`src/rtl/urrb_pkg.sv`:
```
// ----------------------------------------------------------------------------
// urrb_pkg
// Shared types and constants for the serial receive ring buffer.
// ----------------------------------------------------------------------------
package urrb_pkg;

  localparam int DEPTH_DEF     = 2048;
  localparam int MAX_BURST_DEF = 64;

  localparam int OP_W   = 2;
  localparam int DATA_W = 8;
  localparam int CNT_W  = 7;
  localparam int WORD_W = 10;

  localparam logic [DATA_W-1:0] MASK_RESET = 8'h1e;
  localparam logic [WORD_W-1:0] ERR_BIT    = 10'h200;
  localparam logic [WORD_W-1:0] ZERO_CODE  = 10'h100;

  typedef enum logic [OP_W-1:0] {
    OP_RECEIVE = 2'd0,
    OP_GET     = 2'd1,
    OP_BURST   = 2'd2,
    OP_NONE    = 2'd3
  } op_t;

  // command passed from the front queue to the back engine
  typedef struct packed {
    op_t               op;
    logic [DATA_W-1:0] rx_data;
    logic              err;
    logic [CNT_W-1:0]  count;
  } cmd_t;

  typedef struct packed {
    logic [WORD_W-1:0] data_word;
    logic              empty_res;
    logic              last;
  } result_t;

endpackage

```
`src/rtl/urrb_if.sv`:
```
// ----------------------------------------------------------------------------
// urrb channel interfaces
// Valid/ready channels for command transactions and result transactions.
// ----------------------------------------------------------------------------
interface urrb_in_if;
  logic                        valid;
  logic                        ready;
  logic [urrb_pkg::OP_W-1:0]   operation;
  logic [urrb_pkg::DATA_W-1:0] rx_data;
  logic [urrb_pkg::DATA_W-1:0] line_status;
  logic [urrb_pkg::CNT_W-1:0]  max_count;

  modport source (output valid, operation, rx_data, line_status, max_count, input ready);
  modport sink (input valid, operation, rx_data, line_status, max_count, output ready);
endinterface


```
`src/rtl/urrb_front.sv`:
```
// ----------------------------------------------------------------------------
// urrb_front
// Accepts command transactions, classifies them and holds them in a
// two-entry queue in front of the back engine. Also holds the error mask.
// ----------------------------------------------------------------------------
module urrb_front #(
  parameter int MAX_BURST = urrb_pkg::MAX_BURST_DEF
) (
  input  logic                        clk,
  input  logic                        rst,
  input  logic                        cfg_wr_en,
  input  logic [urrb_pkg::DATA_W-1:0] cfg_wr_data,
  urrb_in_if.sink                     in_ch,
  output logic                        cmd_valid,
  output urrb_pkg::cmd_t              cmd,
  input  logic                        cmd_ready
);

  localparam logic [urrb_pkg::CNT_W-1:0] BURST_MAX = urrb_pkg::CNT_W'(MAX_BURST);

  logic [urrb_pkg::DATA_W-1:0] error_mask;
  urrb_pkg::cmd_t              queue [2];
  logic                        wr_sel;
  logic                        rd_sel;
  logic [1:0]                  count;
  urrb_pkg::cmd_t              cmd_in;
  logic                        accept;
  logic                        push;
  logic                        pop;

  always_ff @(posedge clk) begin
    if (rst) begin
      error_mask <= urrb_pkg::MASK_RESET;
    end else if (cfg_wr_en) begin
      error_mask <= cfg_wr_data;
    end
  end

  always_comb begin
    cmd_in.op      = urrb_pkg::op_t'(in_ch.operation);
    cmd_in.rx_data = in_ch.rx_data;
    cmd_in.err     = |(in_ch.line_status & error_mask);
    if (in_ch.max_count == '0) begin
      cmd_in.count = urrb_pkg::CNT_W'(1);
    end else if (in_ch.max_count > BURST_MAX) begin
      cmd_in.count = BURST_MAX;
    end else begin
      cmd_in.count = in_ch.max_count;
    end
  end

  assign in_ch.ready = (count != 2'd2);
  assign accept      = in_ch.valid && in_ch.ready;
  // unknown operation gives no result and touches no state
  assign push        = accept && (cmd_in.op != urrb_pkg::OP_NONE);
  assign cmd_valid   = (count != 2'd0);
  assign cmd         = queue[rd_sel];
  assign pop         = cmd_valid && cmd_ready;

  always_ff @(posedge clk) begin
    if (push) begin
      queue[wr_sel] <= cmd_in;
    end
  end

  always_ff @(posedge clk) begin
    if (rst) begin
      wr_sel <= 1'b0;
      rd_sel <= 1'b0;
      count  <= 2'd0;
    end else begin
      if (push) begin
        wr_sel <= ~wr_sel;
      end
      if (pop) begin
        rd_sel <= ~rd_sel;
      end
      count <= count + {1'b0, push} - {1'b0, pop};
    end
  end

endmodule

```
`src/flat_wrapper.sv`:
```
// flat-port wrapper written by rule: the top's interface ports become plain ports
module urrb_front_flat 
#(
  parameter int MAX_BURST = urrb_pkg::MAX_BURST_DEF
)
  (clk, rst, cfg_wr_en, cfg_wr_data, cmd_valid, cmd, cmd_ready, in_ch_valid, in_ch_operation, in_ch_rx_data, in_ch_line_status, in_ch_max_count, in_ch_ready);
  urrb_in_if in_ch_i ();
  input  logic clk;
  input  logic rst;
  input  logic cfg_wr_en;
  input  logic [urrb_pkg::DATA_W-1:0] cfg_wr_data;
  output logic cmd_valid;
  output urrb_pkg::cmd_t cmd;
  input  logic cmd_ready;
  input wire logic [$bits(in_ch_i.valid)-1:0] in_ch_valid;
  input wire logic [$bits(in_ch_i.operation)-1:0] in_ch_operation;
  input wire logic [$bits(in_ch_i.rx_data)-1:0] in_ch_rx_data;
  input wire logic [$bits(in_ch_i.line_status)-1:0] in_ch_line_status;
  input wire logic [$bits(in_ch_i.max_count)-1:0] in_ch_max_count;
  output wire logic [$bits(in_ch_i.ready)-1:0] in_ch_ready;
  assign in_ch_i.valid = in_ch_valid;
  assign in_ch_i.operation = in_ch_operation;
  assign in_ch_i.rx_data = in_ch_rx_data;
  assign in_ch_i.line_status = in_ch_line_status;
  assign in_ch_i.max_count = in_ch_max_count;
  assign in_ch_ready = in_ch_i.ready;
  urrb_front #(.MAX_BURST(MAX_BURST)) u_core (.clk(clk), .rst(rst), .cfg_wr_en(cfg_wr_en), .cfg_wr_data(cfg_wr_data), .in_ch(in_ch_i), .cmd_valid(cmd_valid), .cmd(cmd), .cmd_ready(cmd_ready));
endmodule
```
`config.mk`:
```
export PLATFORM = sky130hd
export DESIGN_NAME = urrb_front_flat
export DESIGN_NICKNAME = d
export VERILOG_FILES = /design/src/rtl/urrb_pkg.sv /design/src/rtl/urrb_if.sv /design/src/rtl/urrb_front.sv /design/src/flat_wrapper.sv
export SDC_FILE = /design/constraint.sdc
export NUM_CORES = 1
export LEC_CHECK = 0
export BUFFER_PORTS_ARGS = -buffer_cell sky130_fd_sc_hd__buf_2
export CAP_MARGIN = 20
export CELL_PAD_IN_SITES_DETAIL_PLACEMENT = 0
export CELL_PAD_IN_SITES_GLOBAL_PLACEMENT = 1
export CORE_MARGIN = 10
export CORE_UTILIZATION = 44
export DETAILED_ROUTE_END_ITERATION = 16
export PLACE_DENSITY = 0.93
export SETUP_SLACK_MARGIN = 0.3
export SLEW_MARGIN = 20
export SYNTH_ARGS = -nofsm -noshare
export SYNTH_HDL_FRONTEND = slang
export SYNTH_SLANG_ARGS = --single-unit
```
`constraint.sdc`:
```
create_clock -name clk -period 4.8 [get_ports clk]
set_clock_uncertainty 0.1 [all_clocks]
set_input_delay 1.2 -clock clk [delete_from_list [all_inputs] [get_ports clk]]
set_output_delay 1.2 -clock clk [all_outputs]
set_load 0.03 [all_outputs]
```
==> flow_summary.yaml, run 1 <==
floorplanning:
  core_area_sq_mm: 0.00412
  start_util_pct: 46.8
  dieHeight_microns: 86.1
  die_w_microns: 86.1
  dieArea_sq_mm: 0.00742
  rows: 23
  ios: 58
clocking:
  cts_buffers: 5
  clkSlewWorstSetupHoldPaths_ns: 0.08
  cts_tree: "yes"
  clockBufferDepth: 2
  cts.sinks: 49
  cts_resized: 0
  cts_htree_levels: 2
  clk_latency_ns: 0.29
  cts_setup_buffers: 0
  cts-root-buf: "clkbuf_8"
  cts_hold_buffers: 0
yosys:
  synth-edff-count: 36
  syn_nets: 164
  synth_area_sq_mm: 0.00192
  synthArstFlopShare_pct: 0
  yosys.cell_types.count: 25
  synth_warnings: 0
  ys.flop_type: "edfxtp_1"
  ys_ff_latch: 49
  synth_area_per_cell_sq_um: 15.5
  yosysSeqAreaShare_pct: 69.7
  syn_inst: 124
sta:
  rsz0062_at_grt: "no"
  slew_viol_final: 0
  setup_viol: 0
  fin_setup_tns_ns: 0
  fin_crit_ns: 3.04
  hold_viol: 0
  fmax_ghz: 0.329
  relSlewSlack_pct: 39.3
  layout_worst_path_cycle_share_pct: 63.3
  tightest_slew_ns: 0.907
critical_path:
  r2r_setup_slack_ns: 2.88
  path_buf_inv: 1
  critical_path_required_ns: 3.50
  r2r_cells: 3
  crit_type: "reg2out"
  cpPeakStageDelay_ns: 0.85
  crit_slowest_cell: "dfxtp_1"
  path_depth: 2
  worstPathCellList: "mux2_1, buf_2"
  critPathCaptureType: "primary output"
  crit_fanout: 18
  critPathLaunchType: "flip-flop"
  reg2reg_to: "u_core.queue[0][12]$_DFFE_PP_"
  path_delay_family: "flip-flops"
  critPathArrivalTime_ns: 1.74
  r2r_start: "u_core.count[0]$_SDFF_PP0_"
run_status:
  status: "completed"
final_layout:
  finish.net_count: 223
  diodes: 0
  layout-drive-gt1-share_pct: 35.9
  layout_commonest_cell: "buf_2"
  finalNonFillerCells: 234
  syn2layout_area_growth_pct: 22.2
  final_cell_mix: "57 x buf_2, 36 x edfxtp_1, 18 x mux2_1"
pwr:
  p_leak_uw: 0.000949
  p_switching_uw: 374
  combPwrFrac_pct: 29.0
  seqPwrFrac_pct: 47.4
  peakVddDrop_mv: 0.303
  p_int_uw: 795
  powerDensity_mw_per_mm2: 497
  pwr-share-clk_pct: 23.6
  swShare_pct: 32.0
global_routing:
  grt_max_degree: 19
  gr-usage-all-layers_pct: 10.2
  antenna_found_initial: 0
  grt_overflow: 0
  first_global_vias: 1315
  grt_pass1_wl_microns: 5990
route:
  viasPerCell: 4.92
  drtIter0Drc: 60
  ant_nets: 0
  wl_microns: 3760
  drc: 0
  drt_first_pass_iters: 4
  vias: 1151
  wl_per_cell_microns: 16.1
placed_design:
  place_inst: 226
  io_buffers: 57
  gp_congestion: 0.712
  dp_hpwl_microns: 2840
worst_hold_path:
  hp-class: "reg2reg"
  hold_start: "u_core.error_mask[6]$_SDFFE_PP0P_"
  min_to: "u_core.error_mask[6]$_SDFFE_PP0P_"
  worstHoldPathCells: 2
run:
  maxCapViolCount: 0
-- Yosys cell counts, types with 4 or more instances --
| library cell | n | area [sq um] |
|---|---|---|
| edfxtp_1 | 36 | 1080 |
| mux2_1 | 18 | 203 |
| dfxtp_1 | 13 | 260 |
| nor2b_1 | 12 | 75.1 |
| nor2_1 | 10 | 37.5 |
| a211o_1 | 4 | 35.0 |
| a22oi_1 | 4 | 30.0 |
| mux2i_1 | 4 | 40.0 |
-- registers in the layout, summed over array words and instances (netlist names), named ones only --
register,count
u_core.rd_sel,1
u_core.wr_sel,1
u_core.error_mask,8
u_core.queue,36
u_core.count,2
-- power groups by stage --
stage	sequential, uW	clock, uW	combinational, uW
final	554	276	339
after global routing	562	309	370
after floorplan	538	0	269
after global placement	560	0	336
after detailed placement	565	0	343
after CTS	555	284	346
-- how the worst max path moves through the flow --
stage                               endpoint  slack [ns]
6_report                              cmd[2]        1.76
3_3_place_gp   u_core.queue[0][11]$_DFFE_PP_        2.03
2_1_floorplan   u_core.queue[0][0]$_DFFE_PP_        2.00
4_1_cts                               cmd[2]        1.71
5_1_grt                               cmd[2]        1.63
3_5_place_dp   u_core.queue[0][11]$_DFFE_PP_        1.94
-- per-layer routing --
metal | vias to the layer above | global-route usage, % | routed length (microns)
li1 | 567 | - | -
met1 | 527 | 11.8 | 1660
met2 | 53 | 15.3 | 1620
met3 | 4 | 6.43 | 451
met4 | 0 | 3.14 | 28
met5 | - | 0 | 0
-- cell type report --
| class | count | area [sq um] |
|---|---|---|
| Multi-Input combinational cell | 68 | 549 |
| Sequential cell | 49 | 1340 |
| Tap cell | 50 | 62.6 |
| Clock inverter | 2 | 33.8 |
| Inverter | 2 | 7.51 |
| Fill cell | 355 | 1760 |
| Timing Repair Buffer | 57 | 285 |
| Clock buffer | 6 | 72.6 |
-- per-stage QoR --
step / hold WS [ns] / util (%) / setup slack (ns) / total power [uW] / area (sq um)
6_report: 0.420 / 57.2 / 1.76 / 1170 / 2350
5_1_grt: 0.447 / 57.2 / 1.63 / 1240 / 2350
4_1_cts: 0.420 / 57.2 / 1.71 / 1190 / 2350
3_5_place_dp: 0.401 / 54.6 / 1.94 / 908 / 2250
3_3_place_gp: 0.375 / 54.6 / 2.03 / 896 / 2250
2_1_floorplan: 0.361 / - / 2.00 / 806 / 1920
-- cell families after synthesis --
group           Yosys count  share of synthesized area [%]
flops                    49                           69.7
xor+xnor                  2                          0.910
buf+inv                   7                           1.89
compound gates           10                           4.03
mux                      23                           13.4
simple gates             31                           8.78
fa+ha+maj                 2                           1.30
-- tightest hold or removal path, delay by kind of cell, from the launching register on --
family	cells	cell delay, ns
muxes	1	0.07
and+or+nand+nor	1	0.08
DFF	1	0.34
(Power assumes the default switching activity.)
==> run 2, diff against run 1 <==
--- a/config.mk
+++ b/config.mk
@@ -10,9 +10,9 @@
 export CELL_PAD_IN_SITES_DETAIL_PLACEMENT = 0
 export CELL_PAD_IN_SITES_GLOBAL_PLACEMENT = 1
 export CORE_MARGIN = 10
-export CORE_UTILIZATION = 44
+export CORE_UTILIZATION = 36
 export DETAILED_ROUTE_END_ITERATION = 16
-export PLACE_DENSITY = 0.93
+export PLACE_DENSITY = 0.82
 export SETUP_SLACK_MARGIN = 0.3
 export SLEW_MARGIN = 20
 export SYNTH_ARGS = -nofsm -noshare
==> constraint.sdc (replaced) <==
create_clock -name clk -period 2.57 [get_ports clk]
set_clock_uncertainty 0.1 [all_clocks]
set_input_delay 0.6425 -clock clk [delete_from_list [all_inputs] [get_ports clk]]
set_output_delay 0.6425 -clock clk [all_outputs]
set_load 0.03 [all_outputs]
==> run 2 against run 1 <==
Global-route usage decreased by 1.9 points. Core utilization is 11 points lower. Sequential power grew 80%. Routed wire length is 4.3% lower. Setup slack got worse by 1.3 ns. Power up 81%. Final cell count increased by 9.8%. Design area grew 1.4%. Flip-flop and latch count unchanged.
==> flow_summary.yaml, run 2 (synthesis gave the netlist of run 1 again) <==
run_status:
  status: "completed"
critical_path:
  critPathLaunchType: "flip-flop"
  cpPeakStageDelay_ns: 0.36
  crit_type: "reg2out"
  crit_fanout: 18
  r2r_setup_slack_ns: 0.94
  critical_path_required_ns: 1.83
  worstPathCellList: "buf_4, mux2_1, buf_2"
  critPathArrivalTime_ns: 1.41
  path_delay_family: "buffers and inverters"
  path_buf_inv: 2
  critPathCaptureType: "primary output"
  crit_slowest_cell: "mux2_1"
final_layout:
  diodes: 0
  syn2layout_area_growth_pct: 23.9
  largest_reg_flops: 36
  finish.net_count: 226
  top_regs: "u_core.queue: 36 flops, u_core.error_mask: 8 flops, u_core.count: 2 flops"
  final_cell_mix: "57 x buf_2, 36 x edfxtp_1, 18 x mux2_1"
  design_area_sq_mm: 0.00238
  layout-drive-gt1-share_pct: 38.0
  regMostFlops: "u_core.queue"
  layout_commonest_cell: "buf_2"
placed_design:
  dpl-instance-area_sq_mm: 0.00229
  gp_congestion: 0.653
  dp_hpwl_microns: 2690
  io_buffers: 57
global_routing:
  first_global_vias: 1217
  grt_overflow: 0
  gr-usage-all-layers_pct: 8.28
  antenna_found_initial: 0
  grt_max_degree: 19
  grt_pass1_wl_microns: 5720
route:
  drc: 0
  wl_microns: 3600
  ant_nets: 0
  drtIter0Drc: 31
  viasPerCell: 4.48
  wl_per_cell_microns: 14.0
  vias: 1151
  drt_first_pass_iters: 4
sta:
  slew_viol_final: 0
  hold_viol: 0
  relSlewSlack_pct: 83.1
  fin_setup_tns_ns: 0
  layout_worst_path_cycle_share_pct: 83.9
  tightest_slew_ns: 0.253
  fin_hold_ws_ns: 0.407
  rsz0062_at_grt: "no"
  fmax_ghz: 0.464
  fin_crit_ns: 2.16
  setup_viol: 0
clocking:
  cts_setup_buffers: 0
  clockBufferDepth: 2
  cts.sinks: 49
  cts-root-buf: "clkbuf_8"
  cts_tree: "yes"
  cts_htree_levels: 2
  cts_resized: 0
  clkSlewWorstSetupHoldPaths_ns: 0.09
  cts_hold_buffers: 0
  cts_buffers: 5
  clk_latency_ns: 0.29
pwr:
  peakVddDrop_mv: 0.542
  powerDensity_mw_per_mm2: 886
  p_leak_uw: 0.000948
  power_uw: 2110
floorplanning:
  ios: 58
  die_w_microns: 93.1
  dieHeight_microns: 93.1
  rows: 26
  dieArea_sq_mm: 0.00867
  start_util_pct: 37.4
  core_area_sq_mm: 0.00514
run:
  maxCapViolCount: 0
worst_hold_path:
  hp-class: "reg2reg"
## run 2: cell types whose count changed in the layout (fill, tap and decap cells not counted), sizes merged
cell | previous run | this run
clkinvlp | 0 | 3
bufinv | 1 | 0
clkinv | 1 | 0
clkbuf | 6 | 5
buf | 57 | 60
## run 2: where the power goes
part | internal [uW] | switching (uW)
logic | 247 | 428
clock network | 191 | 252
registers | 960 | 34.6
## run 2: worst paths after layout
check                                                  startpoint                           endpoint  depth (start not counted)
worst min-delay path            u_core.error_mask[5]$_SDFFE_PP0P_  u_core.error_mask[5]$_SDFFE_PP0P_                          2
worst max-delay path                                    flip-flop                             cmd[8]                          3
worst min register to register  u_core.error_mask[5]$_SDFFE_PP0P_  u_core.error_mask[5]$_SDFFE_PP0P_                          2
worst max register to register         u_core.count[1]$_SDFF_PP0_         u_core.count[1]$_SDFF_PP0_                          7
## run 2: routing by layer
layer | vias to the layer above | GRT usage (%) | wire length (microns)
met5 | - | 0 | 0
met1 | 529 | 9.67 | 1560
met4 | 0 | 1.93 | 32
li1 | 575 | - | -
met3 | 4 | 4.80 | 358
met2 | 43 | 12.9 | 1640
## run 2: final cells by class
class | count | area, sq um
Sequential cell | 49 | 1340
Fill cell | 484 | 2760
Multi-Input combinational cell | 68 | 549
Clock buffer | 5 | 68.8
Timing Repair Buffer | 60 | 308
Inverter | 2 | 7.51
Tap cell | 70 | 87.6
Clock inverter | 3 | 22.5
## run 2: through the flow
step	cells	setup slack [ns]	util, %
floorplan	124	0.302	-
global placement	249	0.660	44.6
detailed placement	249	0.599	44.6
CTS	257	0.368	46.4
global route	257	0.320	46.4
finish	257	0.414	46.4
## run 2: worst register-to-register path, cell delays in order (launching register included)
cell     delay [ns]
dfxtp_1        0.35
o21a_1         0.21
ha_1           0.28
inv_1          0.04
ha_1           0.17
xor2_1         0.15
and2_1         0.15
nor3_1         0.11
